### config.mk
export PLATFORM = sky130hd
export DESIGN_NAME = script_token_lexer_top
export DESIGN_NICKNAME = d
export VERILOG_FILES = /design/src/stlx_pkg.sv /design/src/stlx_front.sv /design/src/stlx_queue.sv /design/src/stlx_back.sv /design/src/script_token_lexer_top.sv
export VERILOG_INCLUDE_DIRS = /design/src /design/src/src
export SDC_FILE = /design/constraint.sdc
export NUM_CORES = 1
export LEC_CHECK = 0
export ABC_AREA = 1
export BUFFER_PORTS_ARGS = -buffer_cell sky130_fd_sc_hd__buf_2
export CAP_MARGIN = 20
export CELL_PAD_IN_SITES_DETAIL_PLACEMENT = 1
export CELL_PAD_IN_SITES_GLOBAL_PLACEMENT = 2
export CORE_MARGIN = 8
export CORE_UTILIZATION = 42
export DETAILED_ROUTE_END_ITERATION = 12
export GPL_ROUTABILITY_DRIVEN = 0
export PLACE_DENSITY_LB_ADDON = 0.1
export SLEW_MARGIN = 30
export SYNTH_ARGS = -nofsm -noshare
export SYNTH_HDL_FRONTEND = slang
export SYNTH_SLANG_ARGS = --single-unit
### constraint.sdc
create_clock -name clock -period 11.4 [get_ports clock]
set_input_delay 0 -clock clock [delete_from_list [all_inputs] [get_ports clock]]
set_output_delay 0 -clock clock [all_outputs]
set_load 0.03 [all_outputs]
### src/script_token_lexer_top_macros.svh
// Assertion macros used by the lexer back end.
`ifndef SCRIPT_TOKEN_LEXER_TOP_MACROS_SVH
`define SCRIPT_TOKEN_LEXER_TOP_MACROS_SVH

// Antecedent implies consequent in the same cycle.
`define STLX_ASSERT_IMP(lbl, ante, cons, msg) \
   lbl: assert property (@(posedge clock) disable iff (reset) (ante) |-> (cons)) \
      else $error(msg);

// Condition never holds.
`define STLX_ASSERT_NEVER(lbl, cond, msg) \
   lbl: assert property (@(posedge clock) disable iff (reset) !(cond)) else $error(msg);

`endif

### src/stlx_pkg.sv
// Shared types, constants and helper functions of the lexer.
package stlx_pkg;

   localparam int POS_WIDTH   = 32;
   localparam int LEN_WIDTH   = 16;
   localparam int LINE_WIDTH  = 24;
   localparam int TYPE_WIDTH  = 6;
   localparam int SLOTS       = 3;
   localparam int QUEUE_DEPTH = 4;
   localparam int QPTR_WIDTH  = $clog2(QUEUE_DEPTH);
   localparam int QCNT_WIDTH  = $clog2(QUEUE_DEPTH + 1);
   localparam int PREFIX_LEN  = 6;

   typedef enum logic [3:0] {
      MODE_IDLE    = 4'd0,
      MODE_SLASH   = 4'd1,
      MODE_COMMENT = 4'd2,
      MODE_OP2     = 4'd3,
      MODE_IDENT   = 4'd4,
      MODE_INT     = 4'd5,
      MODE_DOT     = 4'd6,
      MODE_FRAC    = 4'd7,
      MODE_STRING  = 4'd8
   } mode_type;

   localparam logic [TYPE_WIDTH-1:0] TOK_LPAREN = 6'd0;
   localparam logic [TYPE_WIDTH-1:0] TOK_RPAREN = 6'd1;
   localparam logic [TYPE_WIDTH-1:0] TOK_LBRACE = 6'd2;
   localparam logic [TYPE_WIDTH-1:0] TOK_RBRACE = 6'd3;
   localparam logic [TYPE_WIDTH-1:0] TOK_COMMA  = 6'd4;
   localparam logic [TYPE_WIDTH-1:0] TOK_DOT    = 6'd5;
   localparam logic [TYPE_WIDTH-1:0] TOK_MINUS  = 6'd6;
   localparam logic [TYPE_WIDTH-1:0] TOK_PLUS   = 6'd7;
   localparam logic [TYPE_WIDTH-1:0] TOK_SEMI   = 6'd8;
   localparam logic [TYPE_WIDTH-1:0] TOK_SLASH  = 6'd9;
   localparam logic [TYPE_WIDTH-1:0] TOK_STAR   = 6'd10;
   localparam logic [TYPE_WIDTH-1:0] TOK_BANG   = 6'd11;
   localparam logic [TYPE_WIDTH-1:0] TOK_EQUAL  = 6'd13;
   localparam logic [TYPE_WIDTH-1:0] TOK_GREATER = 6'd15;
   localparam logic [TYPE_WIDTH-1:0] TOK_LESS   = 6'd17;
   localparam logic [TYPE_WIDTH-1:0] TOK_IDENT  = 6'd19;
   localparam logic [TYPE_WIDTH-1:0] TOK_STRING = 6'd20;
   localparam logic [TYPE_WIDTH-1:0] TOK_NUMBER = 6'd21;
   localparam logic [TYPE_WIDTH-1:0] TOK_ERROR  = 6'd38;
   localparam logic [TYPE_WIDTH-1:0] TOK_EOF    = 6'd39;

   localparam logic ERR_UNEXPECTED   = 1'b0;
   localparam logic ERR_UNTERMINATED = 1'b1;

   typedef struct packed {
      logic [TYPE_WIDTH-1:0] token_type;
      logic                  error_kind;
      logic [POS_WIDTH-1:0]  start_offset;
      logic [LEN_WIDTH-1:0]  token_length;
      logic [LINE_WIDTH-1:0] line_number;
   } tok_type;

   typedef struct packed {
      logic [SLOTS-1:0]          valid;
      tok_type [SLOTS-1:0]       slot;
   } bundle_type;

   // keywords, right-justified, first character most significant
   localparam logic [47:0] KW_WORD [16] = '{
      48'("and"), 48'("class"), 48'("else"), 48'("false"),
      48'("for"), 48'("fun"), 48'("if"), 48'("nil"),
      48'("or"), 48'("print"), 48'("return"), 48'("super"),
      48'("this"), 48'("true"), 48'("var"), 48'("while")
   };
   localparam int KW_LEN [16] = '{3, 5, 4, 5, 3, 3, 2, 3, 2, 5, 6, 5, 4, 4, 3, 5};

   function automatic logic [TYPE_WIDTH-1:0] kw_lookup(
      input logic [LEN_WIDTH-1:0] len,
      input logic [PREFIX_LEN-1:0][7:0] pre
   );
      logic [TYPE_WIDTH-1:0] result;
      logic match;
      result = TOK_IDENT;
      for (int k = 0; k < 16; k++) begin
         match = (len == LEN_WIDTH'(KW_LEN[k]));
         for (int i = 0; i < PREFIX_LEN; i++) begin
            if (i < KW_LEN[k]) begin
               if (pre[i] != KW_WORD[k][8*(KW_LEN[k]-1-i) +: 8]) begin
                  match = 1'b0;
               end
            end
         end
         if (match) begin
            result = TYPE_WIDTH'(22 + k);
         end
      end
      return result;
   endfunction

   function automatic logic [POS_WIDTH-1:0] pos_inc(input logic [POS_WIDTH-1:0] v);
      return (&v) ? v : v + 1'b1;
   endfunction

   function automatic logic [LEN_WIDTH-1:0] len_inc(input logic [LEN_WIDTH-1:0] v);
      return (&v) ? v : v + 1'b1;
   endfunction

   function automatic logic [LINE_WIDTH-1:0] line_inc(input logic [LINE_WIDTH-1:0] v);
      return (&v) ? v : v + 1'b1;
   endfunction

   function automatic logic [TYPE_WIDTH-1:0] op_base(input logic [7:0] c);
      logic [TYPE_WIDTH-1:0] t;
      case (c)
         8'h21:   t = TOK_BANG;
         8'h3D:   t = TOK_EQUAL;
         8'h3E:   t = TOK_GREATER;
         default: t = TOK_LESS;
      endcase
      return t;
   endfunction

endpackage

### src/stlx_front.sv
// Front end: scans one byte per item and forms a bundle of up to three tokens.
module stlx_front
   import stlx_pkg::*;
(
   input  logic                  clock,
   input  logic                  reset,
   input  logic                  accept,
   input  logic                  kind,
   input  logic [7:0]            char_byte,
   output logic                  push,
   output bundle_type            bundle
);

   mode_type                    mode_ff, mode_in;
   logic [POS_WIDTH-1:0]        pos_ff, pos_in;
   logic [POS_WIDTH-1:0]        tstart_ff, tstart_in;
   logic [LEN_WIDTH-1:0]        tlen_ff, tlen_in;
   logic [LINE_WIDTH-1:0]       line_ff, line_in;
   logic [7:0]                  pending_ff, pending_in;
   logic [PREFIX_LEN-1:0][7:0]  prefix_ff;

   logic       at_end, alpha, digit;
   logic [LEN_WIDTH-1:0] len1, len2;

   // start-of-token decode
   mode_type              sc_mode;
   logic                  sc_emit, sc_start, sc_len1, sc_pend, sc_line;
   logic [TYPE_WIDTH-1:0] sc_type;

   // flush decode
   logic                  use_sc, fl_v, fl_err, dot_v;
   logic [TYPE_WIDTH-1:0] fl_type;
   logic [LEN_WIDTH-1:0]  fl_len;

   logic                  pre_wr;
   logic [2:0]            pre_idx;

   assign at_end = kind || (char_byte == 8'd0);
   assign digit  = (char_byte >= 8'h30) && (char_byte <= 8'h39);
   assign alpha  = ((char_byte >= 8'h61) && (char_byte <= 8'h7A)) ||
                   ((char_byte >= 8'h41) && (char_byte <= 8'h5A)) || (char_byte == 8'h5F);
   assign len1   = len_inc(tlen_ff);
   assign len2   = len_inc(len1);

   always_comb begin
      sc_mode  = MODE_IDLE;
      sc_emit  = 1'b0;
      sc_type  = TOK_ERROR;
      sc_start = 1'b1;
      sc_len1  = 1'b1;
      sc_pend  = 1'b0;
      sc_line  = 1'b0;
      case (char_byte) inside
         8'h20, 8'h0D, 8'h09: begin
            sc_start = 1'b0;
            sc_len1  = 1'b0;
         end
         8'h0A: begin
            sc_start = 1'b0;
            sc_len1  = 1'b0;
            sc_line  = 1'b1;
         end
         8'h28: begin sc_emit = 1'b1; sc_type = TOK_LPAREN; end
         8'h29: begin sc_emit = 1'b1; sc_type = TOK_RPAREN; end
         8'h7B: begin sc_emit = 1'b1; sc_type = TOK_LBRACE; end
         8'h7D: begin sc_emit = 1'b1; sc_type = TOK_RBRACE; end
         8'h2C: begin sc_emit = 1'b1; sc_type = TOK_COMMA; end
         8'h2E: begin sc_emit = 1'b1; sc_type = TOK_DOT; end
         8'h2D: begin sc_emit = 1'b1; sc_type = TOK_MINUS; end
         8'h2B: begin sc_emit = 1'b1; sc_type = TOK_PLUS; end
         8'h3B: begin sc_emit = 1'b1; sc_type = TOK_SEMI; end
         8'h2A: begin sc_emit = 1'b1; sc_type = TOK_STAR; end
         8'h2F: begin
            sc_mode = MODE_SLASH;
            sc_len1 = 1'b0;
         end
         8'h21, 8'h3D, 8'h3C, 8'h3E: begin
            sc_mode = MODE_OP2;
            sc_pend = 1'b1;
            sc_len1 = 1'b0;
         end
         8'h22: sc_mode = MODE_STRING;
         [8'h30:8'h39]: sc_mode = MODE_INT;
         [8'h41:8'h5A], [8'h61:8'h7A], 8'h5F: sc_mode = MODE_IDENT;
         default: sc_emit = 1'b1;
      endcase
      // single-character tokens other than errors leave start and length alone
      if (sc_emit && sc_type != TOK_ERROR) begin
         sc_start = 1'b0;
         sc_len1  = 1'b0;
      end
   end

   always_comb begin
      use_sc  = 1'b0;
      fl_v    = 1'b0;
      fl_err  = ERR_UNEXPECTED;
      fl_type = TOK_NUMBER;
      fl_len  = tlen_ff;
      dot_v   = 1'b0;
      if (at_end) begin
         case (mode_ff)
            MODE_SLASH: begin
               fl_v = 1'b1; fl_type = TOK_SLASH; fl_len = LEN_WIDTH'(1);
            end
            MODE_OP2: begin
               fl_v = 1'b1; fl_type = op_base(pending_ff); fl_len = LEN_WIDTH'(1);
            end
            MODE_IDENT: begin fl_v = 1'b1; fl_type = kw_lookup(tlen_ff, prefix_ff); end
            MODE_INT, MODE_FRAC: fl_v = 1'b1;
            MODE_DOT: begin fl_v = 1'b1; dot_v = 1'b1; end
            MODE_STRING: begin
               fl_v = 1'b1; fl_type = TOK_ERROR; fl_err = ERR_UNTERMINATED;
            end
            default: fl_v = 1'b0;
         endcase
      end else begin
         case (mode_ff)
            MODE_SLASH: if (char_byte != 8'h2F) begin
               fl_v = 1'b1; fl_type = TOK_SLASH; fl_len = LEN_WIDTH'(1); use_sc = 1'b1;
            end
            MODE_COMMENT: use_sc = 1'b0;
            MODE_OP2: begin
               fl_v = 1'b1;
               if (char_byte == 8'h3D) begin
                  fl_type = op_base(pending_ff) + 1'b1;
                  fl_len  = LEN_WIDTH'(2);
               end else begin
                  fl_type = op_base(pending_ff);
                  fl_len  = LEN_WIDTH'(1);
                  use_sc  = 1'b1;
               end
            end
            MODE_IDENT: if (!(alpha || digit)) begin
               fl_v = 1'b1; fl_type = kw_lookup(tlen_ff, prefix_ff); use_sc = 1'b1;
            end
            MODE_INT: if (!digit && char_byte != 8'h2E) begin
               fl_v = 1'b1; use_sc = 1'b1;
            end
            MODE_DOT: if (!digit) begin
               fl_v = 1'b1; dot_v = 1'b1; use_sc = 1'b1;
            end
            MODE_FRAC: if (!digit) begin
               fl_v = 1'b1; use_sc = 1'b1;
            end
            MODE_STRING: if (char_byte == 8'h22) begin
               fl_v = 1'b1; fl_type = TOK_STRING; fl_len = len1;
            end
            default: use_sc = 1'b1;
         endcase
      end
   end

   // next state
   always_comb begin
      mode_in    = mode_ff;
      pos_in     = pos_inc(pos_ff);
      tstart_in  = tstart_ff;
      tlen_in    = tlen_ff;
      line_in    = line_ff;
      pending_in = pending_ff;
      pre_wr     = 1'b0;
      pre_idx    = tlen_ff[2:0];
      if (at_end) begin
         mode_in    = MODE_IDLE;
         pos_in     = '0;
         tstart_in  = '0;
         tlen_in    = '0;
         line_in    = LINE_WIDTH'(1);
         pending_in = 8'd0;
      end else begin
         case (mode_ff)
            MODE_SLASH: if (char_byte == 8'h2F) mode_in = MODE_COMMENT;
            MODE_COMMENT: if (char_byte == 8'h0A) begin
               mode_in = MODE_IDLE;
               line_in = line_inc(line_ff);
            end
            MODE_OP2: mode_in = MODE_IDLE;
            MODE_IDENT: if (alpha || digit) begin
               pre_wr  = (tlen_ff < LEN_WIDTH'(PREFIX_LEN));
               tlen_in = len1;
            end
            MODE_INT: begin
               if (digit) tlen_in = len1;
               else if (char_byte == 8'h2E) mode_in = MODE_DOT;
            end
            MODE_DOT: if (digit) begin
               tlen_in = len2;
               mode_in = MODE_FRAC;
            end
            MODE_FRAC: if (digit) tlen_in = len1;
            MODE_STRING: begin
               tlen_in = len1;
               if (char_byte == 8'h22) mode_in = MODE_IDLE;
               else if (char_byte == 8'h0A) line_in = line_inc(line_ff);
            end
            default: mode_in = MODE_IDLE;
         endcase
         if (use_sc) begin
            mode_in = sc_mode;
            if (sc_start) tstart_in = pos_ff;
            if (sc_len1) tlen_in = LEN_WIDTH'(1);
            if (sc_pend) pending_in = char_byte;
            if (sc_line) line_in = line_inc(line_ff);
            if (sc_mode == MODE_IDENT) begin
               pre_wr  = 1'b1;
               pre_idx = 3'd0;
            end
         end
      end
   end

   // bundle output
   always_comb begin
      bundle.valid[0]              = fl_v;
      bundle.slot[0].token_type    = fl_type;
      bundle.slot[0].error_kind    = fl_err;
      bundle.slot[0].start_offset  = tstart_ff;
      bundle.slot[0].token_length  = fl_len;
      bundle.slot[0].line_number   = line_ff;

      bundle.valid[1]              = dot_v;
      bundle.slot[1].token_type    = TOK_DOT;
      bundle.slot[1].error_kind    = ERR_UNEXPECTED;
      bundle.slot[1].start_offset  = (pos_ff != '0) ? pos_ff - 1'b1 : '0;
      bundle.slot[1].token_length  = LEN_WIDTH'(1);
      bundle.slot[1].line_number   = line_ff;

      bundle.valid[2]              = at_end || (use_sc && sc_emit);
      bundle.slot[2].token_type    = at_end ? TOK_EOF : sc_type;
      bundle.slot[2].error_kind    = ERR_UNEXPECTED;
      bundle.slot[2].start_offset  = pos_ff;
      bundle.slot[2].token_length  = at_end ? LEN_WIDTH'(0) : LEN_WIDTH'(1);
      bundle.slot[2].line_number   = line_ff;

      push = accept && (|bundle.valid);
   end

   always_ff @(posedge clock) begin
      if (reset) begin
         mode_ff    <= MODE_IDLE;
         pos_ff     <= '0;
         tstart_ff  <= '0;
         tlen_ff    <= '0;
         line_ff    <= LINE_WIDTH'(1);
         pending_ff <= 8'd0;
      end else if (accept) begin
         mode_ff    <= mode_in;
         pos_ff     <= pos_in;
         tstart_ff  <= tstart_in;
         tlen_ff    <= tlen_in;
         line_ff    <= line_in;
         pending_ff <= pending_in;
      end
   end

   always_ff @(posedge clock) begin
      if (accept && pre_wr) begin
         prefix_ff[pre_idx] <= char_byte;
      end
   end

endmodule

### src/stlx_queue.sv
// Short queue of token bundles between front and back end.
module stlx_queue
   import stlx_pkg::*;
(
   input  logic       clock,
   input  logic       reset,
   input  logic       push,
   input  bundle_type push_data,
   input  logic       pop,
   output logic       full,
   output logic       empty,
   output bundle_type head
);

   bundle_type              entry_ff [QUEUE_DEPTH];
   logic [QPTR_WIDTH-1:0]   wr_ff, wr_in;
   logic [QPTR_WIDTH-1:0]   rd_ff, rd_in;
   logic [QCNT_WIDTH-1:0]   count_ff, count_in;

   assign full  = (count_ff == QCNT_WIDTH'(QUEUE_DEPTH));
   assign empty = (count_ff == '0);
   assign head  = entry_ff[rd_ff];

   always_comb begin
      wr_in    = push ? wr_ff + 1'b1 : wr_ff;
      rd_in    = pop ? rd_ff + 1'b1 : rd_ff;
      count_in = count_ff + QCNT_WIDTH'(push) - QCNT_WIDTH'(pop);
   end

   always_ff @(posedge clock) begin
      if (reset) begin
         wr_ff    <= '0;
         rd_ff    <= '0;
         count_ff <= '0;
      end else begin
         wr_ff    <= wr_in;
         rd_ff    <= rd_in;
         count_ff <= count_in;
      end
   end

   always_ff @(posedge clock) begin
      if (push) begin
         entry_ff[wr_ff] <= push_data;
      end
   end

endmodule

### src/stlx_back.sv
// Back end: unpacks bundles into single tokens behind an output register.
module stlx_back
   import stlx_pkg::*;
(
   input  logic       clock,
   input  logic       reset,
   input  logic       q_empty,
   input  bundle_type head,
   output logic       q_pop,
   input  logic       out_pop,
   output logic       out_valid,
   output tok_type    out_tok,
   output logic       out_last
);

`include "script_token_lexer_top_macros.svh"

   logic [1:0]  slot_ff, slot_in;
   logic        valid_ff, valid_in;
   tok_type     tok_ff;
   logic        last_ff;

   logic        load, sel0, sel1, sel2, more;
   logic [1:0]  sel_idx;
   tok_type     sel_tok;

   always_comb begin
      sel0    = head.valid[0] && (slot_ff == 2'd0);
      sel1    = head.valid[1] && (slot_ff <= 2'd1) && !sel0;
      sel2    = head.valid[2] && !sel0 && !sel1;
      sel_idx = sel0 ? 2'd0 : (sel1 ? 2'd1 : 2'd2);
      sel_tok = head.slot[sel_idx];
      more    = sel0 ? (head.valid[1] || head.valid[2]) : (sel1 ? head.valid[2] : 1'b0);
      load    = !q_empty && (!valid_ff || out_pop);
      q_pop   = load && !more;
      slot_in = slot_ff;
      if (load) begin
         slot_in = more ? sel_idx + 2'd1 : 2'd0;
      end
      valid_in = load ? 1'b1 : (out_pop ? 1'b0 : valid_ff);
   end

   always_ff @(posedge clock) begin
      if (reset) begin
         slot_ff  <= 2'd0;
         valid_ff <= 1'b0;
      end else begin
         slot_ff  <= slot_in;
         valid_ff <= valid_in;
      end
   end

   always_ff @(posedge clock) begin
      if (load) begin
         tok_ff  <= sel_tok;
         last_ff <= !more;
      end
   end

   assign out_valid = valid_ff;
   assign out_tok   = tok_ff;
   assign out_last  = last_ff;

   `STLX_ASSERT_NEVER(a_slot_range, slot_ff == 2'd3, "slot index out of range")
   `STLX_ASSERT_IMP(a_head_has_token, !q_empty, sel0 || sel1 || sel2, "no token left in head bundle")
   `STLX_ASSERT_IMP(a_pop_resets_slot, q_pop, slot_in == 2'd0, "bundle retired mid-way")

endmodule

### src/script_token_lexer_top.sv
// Top level of the streaming script token lexer.
// Takes one source byte per item and returns tokens (punctuators, operators, numbers,
// strings, identifiers, keywords, errors, EOF). An item is taken every cycle while
// the internal bundle queue (four entries) has room; each item yields zero to three
// tokens, and the back end delivers one token per cycle while the receiver pops, so the
// sustained rate is one item per cycle unless items average more than one token. Tokens
// pass through the bundle queue, then the output register. A token that closes on the
// following byte appears with it; the last token of each item has last_of_run set.
module script_token_lexer_top
   import stlx_pkg::*;
(
   input  logic                  clock,
   input  logic                  reset,
   input  logic                  req_push,
   output logic                  req_full,
   input  logic                  req_kind,
   input  logic [7:0]            req_char_byte,
   output logic                  rsp_empty,
   input  logic                  rsp_pop,
   output logic [TYPE_WIDTH-1:0] rsp_token_type,
   output logic                  rsp_error_kind,
   output logic [POS_WIDTH-1:0]  rsp_start_offset,
   output logic [LEN_WIDTH-1:0]  rsp_token_length,
   output logic [LINE_WIDTH-1:0] rsp_line_number,
   output logic                  rsp_last_of_run
);

   logic       accept, f_push, q_full, q_empty, q_pop, out_valid, out_last;
   bundle_type f_bundle, q_head;
   tok_type    out_tok;

   assign accept   = req_push && !q_full;
   assign req_full = q_full;

   stlx_front u_front (
      .clock     (clock),
      .reset     (reset),
      .accept    (accept),
      .kind      (req_kind),
      .char_byte (req_char_byte),
      .push      (f_push),
      .bundle    (f_bundle)
   );

   stlx_queue u_queue (
      .clock     (clock),
      .reset     (reset),
      .push      (f_push),
      .push_data (f_bundle),
      .pop       (q_pop),
      .full      (q_full),
      .empty     (q_empty),
      .head      (q_head)
   );

   stlx_back u_back (
      .clock     (clock),
      .reset     (reset),
      .q_empty   (q_empty),
      .head      (q_head),
      .q_pop     (q_pop),
      .out_pop   (rsp_pop),
      .out_valid (out_valid),
      .out_tok   (out_tok),
      .out_last  (out_last)
   );

   assign rsp_empty        = !out_valid;
   assign rsp_token_type   = out_tok.token_type;
   assign rsp_error_kind   = out_tok.error_kind;
   assign rsp_start_offset = out_tok.start_offset;
   assign rsp_token_length = out_tok.token_length;
   assign rsp_line_number  = out_tok.line_number;
   assign rsp_last_of_run  = out_last;

endmodule

==> metrics.csv, run 1 <==
metric,value,unit
grt_usage,0.222,
cts_tree,yes,
die_w,319,um
initial_utilization,0.422,
cts.sinks,864,
syn_avg_cell_area,10.4,sq um
layout-drive-gt1-share,0.105,
power.leakage,0.0146,uW
core_area,91400,sq um
combPwrFrac,0.261,
path_common_cell,inv_2,
synth.largest_area_cell,edfxtp_1,
yosysTopAreaCellShare,0.572,
finalHoldViolCount,0,
synthMuxAreaShare,0,
r2r_slack,6320,ps
root_buffer,clkbuf_16,
yosysSeqAreaShare,0.639,
cts_setup_buffers,0,
synth_edf_count,736,
grt_max_degree,130,
crit_path_start_kind,flip-flop,
status,completed,
synth_top_family_by_area,simple AND/OR/NAND/NOR gates,
dr.pass1.iters,5,
ys_top_cells_by_count,"edfxtp_1, nor2_1, o21ai_0",
maxSlewHeadroom,0.369,
final_antenna_net_count,0,
drt_first_iter_violations,1729,
multiInputGateArea,12200,sq um
wl_per_cell,23.2,um
routed_wl,116000,um
maxCapViolCount,0,
async_reset_ff_frac,0,
max-clock-path-buffers,3,
synth_most_common_cell,edfxtp_1,
cts_resized,0,
synthXorXnorAreaFrac,0.0102,
clkLatencyLatePin,670,ps
crit_chain,buf_4 > a21oi_1 > a211o_1 > a31oi_4 > inv_2 > nand2_1 > inv_2 > buf_4 > nor2_2 > inv_2 > nand2_1 > inv_2 > ha_1 > inv_1 > ha_1 > fa_1 > and3_1 > nor3_1,
synth_adder_area_share,0.00506,
power.density,228,nW/um^2
syn_nets,3740,
clk_pin_slew_worst_paths,60,ps
cp.buffers_inverters,7,
synthesis.area,38600,sq um
synth-compound-area-share,0.133,
rows,111,
grt_pass1_vias,30400,
synthSimpleGateAreaFrac,0.165,
numPortBuffers,94,
switchingPower,3380,uW
fill_cells,9945,
dp_hpwl,72900,um
syn2layout_area_growth,12.6,%
tns,0,ps
overflow,0,
slew_violations,0,
antenna_found_initial,5,
fmax,197,MHz
synth_cell_types,69,
worstPathArrival,5650,ps
die_h,319,um
crit_fanout,70,
io_pins,95,
drc,0,
die_area,102000,sq um
crit_type,reg -> reg,
syn_inst,3712,
swShare,0.342,
netlist_top_cells_area,"edfxtp_1, dfxtp_1, o21ai_0",
fin_crit_sh,0.446,
via_count,28500,
critPathRequiredTime,11970,ps
max_stage_delay,750,ps
h-tree-depth,3,
ir_drop,0.138,mV
seqPwrFrac,0.427,
synth_ff_type,edfxtp_1,
ff_latch_area,24700,sq um
ys_warn_count,0,
worstHoldPathType,in -> reg,
clockPowerShare,0.312,
crit_path_end_kind,flip-flop,
internal_power,6530,uW
period_minus_slack,5080,ps
worst_pin_slew,946,ps
stdcell_count,5010,
placed_cells,4826,
slowest_stage,buf_4,
ys_ff_latch,864,
grt_pass1_wl,178000,um
rsz0062_at_grt,no,
nets,3774,
fin_skew,33.5,ps
finalSetupViolCount,0,
crit_family,buffers and inverters,
viasPerCell,5.69,
cts_inserted_buffers,93,
[flip-flops by register name, summed over array words and instances (netlist names), 3 cells and up, named ones only]
name	count
u_queue.count_ff	3
u_front.tstart_ff	32
u_queue.entry_ff	608
u_front.line_ff	24
u_front.mode_ff	4
u_front.pos_ff	32
u_front.pending_ff	8
u_front.prefix_ff	48
u_front.tlen_ff	16
u_back.out_tok	79
[through the flow]
stage               total power, uW  utilization  area [sq um]  worst slack [ps]  hold WS (ps)
floorplan                      6010            -         38600              2740          98.9
global placement               6810        0.438         40000              6420           351
detailed placement             6920        0.440         40200              6270           376
CTS                           10000        0.476         43500              6270          18.0
global route                  10400        0.476         43500              5890          53.7
finish                         9910        0.476         43500              6320          52.2
[power by group through the flow]
| stage | registers (uW) | clock network (uW) | logic, uW |
|---|---|---|---|
| finish | 4230 | 3090 | 2590 |
| global route | 4270 | 3260 | 2840 |
| CTS | 4240 | 3160 | 2640 |
| detailed placement | 4300 | 0 | 2630 |
| global placement | 4280 | 0 | 2530 |
| floorplan | 4600 | 0 | 1400 |
[worst min-delay path: cells and delay by family]
family / cells / cell delay [ps]
buffers and inverters: 2 / 420
and+or+nand+nor: 1 / 130
AOI/OAI and AO/OA: 2 / 110
[path summary, 6_finish.rpt]
path / start / end / cells after the start
worst max-delay path: flip-flop / u_queue.count_ff[2] / 18
worst min-delay path: req_push / u_front.line_ff[12] / 5
worst max register to register: flip-flop / u_queue.count_ff[2] / 18
worst min register to register: u_queue.rd_ff[1] / flip-flop / 2
[kinds of logic after synthesis]
logic type,after synthesis
buffers and inverters,455
AO/OA/AOI/OAI,911
XOR/XNOR,43
adder cells (fa/ha/maj),15
flip-flops,864
AND/OR/NAND/NOR,1424
[layout make-up]
type | count | area share
flip-flops and latches | 864 | 0.568
multi-input cells | 2393 | 0.280
clock buffers | 113 | 0.0579
well taps | 1186 | 0.0341
repair buffers | 143 | 0.0236
inverters | 251 | 0.0221
clock inverters | 59 | 0.0145
diodes | 1 | 0.0000576
[layout by cell type (no fill, tap or decap), types with 7 or more instances in the layout]
cell type      Yosys  layout
a211oi_1          10      10
a21oi_1          178     178
a22oi_1           13      13
a31oi_1           11      10
buf_2             18      93
buf_4             11      28
bufinv_16          0      12
clkbuf_1         153      13
clkbuf_16          0      97
clkinv_1           1      16
clkinv_2           0      24
dfxtp_1          128     126
dlygate4sd3_1      0      11
edfxtp_1         736     736
ha_1              14      14
inv_1            229     225
inv_2             18      21
nand2_1          429     429
nand2_2           17      17
nand3_1          167     167
nand3_2            7       7
nand3b_1           7       7
nand4_1           58      58
nor2_1           597     593
nor2_2            15      15
nor2_4            14      18
nor3_1            56      56
nor4_1            19      19
o211ai_1          10      10
o21ai_0          483     482
o21ai_1           13      13
o221ai_1          47      47
o22ai_1          103     103
or2_2              7       7
xor2_1            37      37
[routing by layer]
metal  global-route usage  part of all wire  up-vias
li1                     -                 -    13300
met5                    0           0.00011        -
met2                0.405              0.51      538
met1                0.275              0.43    14500
met4               0.0615             0.026        2
met3               0.0275             0.035      175
[repair_timing]
action,4_1_cts,5_1_grt
endpoints found under the setup margin,0,0
hold endpoints to repair,80,0
hold buffers,11,0
Power figures use the tool's default switching activity.
==> inputs of run 2 (changes only) <==
clock period = 5.1 ns   (was 11.4 ns; I/O delays follow)
==> metrics.csv, run 2 (same netlist as run 1, synthesis figures left out) <==
metric,value,unit,change
grt_pass1_wl,180000,um,+1.0%
dr.pass1.iters,5,,unchanged
slew_violations,0,,unchanged
crit_fanout,102,,+46%
fin_crit_sh,0.869,,+0.423
worstHoldPathType,in -> reg,,
seqPwrFrac,0.426,,about the same
clockPowerShare,0.306,,-0.006
worst_pin_slew,994,ps,+48.1 ps
worstPathArrival,4710,ps,-940 ps
finish.instance_area,43400,sq um,-0.13%
fin_skew,25.9,ps,-7.66 ps
overflow,0,,unchanged
rsz0062_at_grt,no,,
die_w,319,um,unchanged
io_pins,95,,unchanged
grt_usage,0.224,,+0.00201
syn2layout_area_growth,12.4,%,
internal_power,14500,uW,+120%
final_common_cell,edfxtp_1,,
tns,0,ps,unchanged
layout-drive-gt1-share,0.106,,+0.00109
r2r_start,u_front.mode_ff[0],,
antenna_found_initial,0,,-5
fill_cells,9919,,-0.26%
die_h,319,um,unchanged
rows,111,,unchanged
status,completed,,
dp_slack,779,ps,-5490 ps
drt_first_iter_violations,1785,,+3.2%
nets,3780,,+0.16%
grt_max_degree,225,,+73%
cts_inserted_buffers,93,,unchanged
power.density,509,nW/um^2,+120%
core_area,91400,sq um,unchanged
min_from,req_push,,
cts.sinks,864,,unchanged
clkLatencyLatePin,660,ps,about the same
drc,0,,unchanged
max-clock-path-buffers,3,,unchanged
ir_drop,0.456,mV,+230%
crit_path_start_kind,flip-flop,,
finalHoldViolCount,0,,unchanged
initial_utilization,0.422,,unchanged
final_antenna_net_count,0,,unchanged
root_buffer,clkbuf_16,,
grt_pass1_vias,30500,,+0.35%
crit_start,u_front.mode_ff[0],,
swShare,0.345,,+0.00359
h-tree-depth,3,,unchanged
via_count,28600,,+0.34%
maxSlewHeadroom,0.336,,-0.0330
crit_type,reg -> reg,,
finalSetupViolCount,0,,unchanged
period_minus_slack,4430,ps,-652 ps
die_area,102000,sq um,unchanged
crit_path_end_kind,flip-flop,,
combPwrFrac,0.268,,+0.007
cts_tree,yes,,
cts_resized,0,,unchanged
layout_common_cells,"edfxtp_1, nor2_1, o21ai_0",,
cts_setup_buffers,0,,unchanged
power.leakage,0.0146,uW,-0.47%
clk_pin_slew_worst_paths,60,ps,about the same
viasPerCell,5.70,,+0.18%
numPortBuffers,94,,unchanged
routed_wl,117000,um,+0.82%
switchingPower,7620,uW,+130%
placed_area,40200,sq um,about the same
dp_hpwl,73600,um,+0.98%
maxCapViolCount,0,,unchanged
fmax,226,MHz,+15%
largest-register,u_queue.entry_ff,,
wl_per_cell,23.3,um,+0.66%
fin_ws,670,ps,-5650 ps
critPathRequiredTime,5380,ps,-6590 ps
largest_register_ff_count,608,,unchanged
-- run 2: cell count changes in the layout (fill, tap and decap cells not counted), sizes merged --
cell / previous run / this run
clkinvlp: 1 / 6
bufinv: 12 / 7
buf: 132 / 138
inv: 252 / 257
clkbuf: 113 / 130
clkinv: 45 / 25
-- run 2: layout make-up --
| cell class | instances | area, sq um | area share |
|---|---|---|---|
| sequential | 864 | 24700 | 0.568 |
| timing repair buffer | 149 | 1050 | 0.0241 |
| antenna | 1 | 2.50 | 0.0000577 |
| tap | 1186 | 1480 | 0.0342 |
| inverter | 251 | 960 | 0.0221 |
| clock inverter | 44 | 428 | 0.00986 |
| multi-input combinational | 2393 | 12200 | 0.280 |
| clock buffer | 130 | 2650 | 0.0610 |
-- run 2: final timing paths --
kind                        endpoint  slack (ps)  cells after the start
max          u_queue.entry_ff[0][41]         670                     12
min              u_front.line_ff[22]         120                      5
max reg2reg  u_queue.entry_ff[0][41]         670                     12
min reg2reg                flip-flop         460                      2
-- run 2: critical path, stage by stage (launching register included) --
cell and delay (ps):
dfxtp_1 380, nor2_1 90, nand3_2 310, inv_1 340, nor2_2 760, nand2_1 200
o211a_4 320, nand2_8 100, nand3_1 100, nand3_1 100, nand2_1 340, nor2_4 300
buf_12 510
-- run 2: metrics by stage --
step	utilization	hold slack [ps]	cells	power (uW)
final	0.475	123	5018	22100
after floorplan	-	98.9	3712	13300
after global placement	0.440	402	4831	15300
after global routing	0.475	145	5017	23100
after detailed placement	0.440	398	4831	15500
after CTS	0.475	82.6	5016	22300
-- run 2: what timing repair did --
item                                    in CTS  in global routing
hold endpoints to repair                    91                  0
endpoints found under the setup margin       0                  0
hold buffers                                11                  0
-- run 2: layer usage --
layer | vias to the layer above | part of all wire | GRT usage
li1 | 13300 | - | -
met1 | 14500 | 0.43 | 0.278
met2 | 577 | 0.51 | 0.403
met3 | 193 | 0.037 | 0.0281
met4 | 0 | 0.027 | 0.0705
met5 | - | 0 | 0
-- run 2: power groups by stage --
stage	sequential (uW)	combinational, uW	clock [uW]
3_3_place_gp	9500	5800	0
5_1_grt	9490	6490	7140
2_1_floorplan	10200	3140	0
3_5_place_dp	9550	5970	0
6_report	9400	5920	6760
4_1_cts	9410	6010	6910
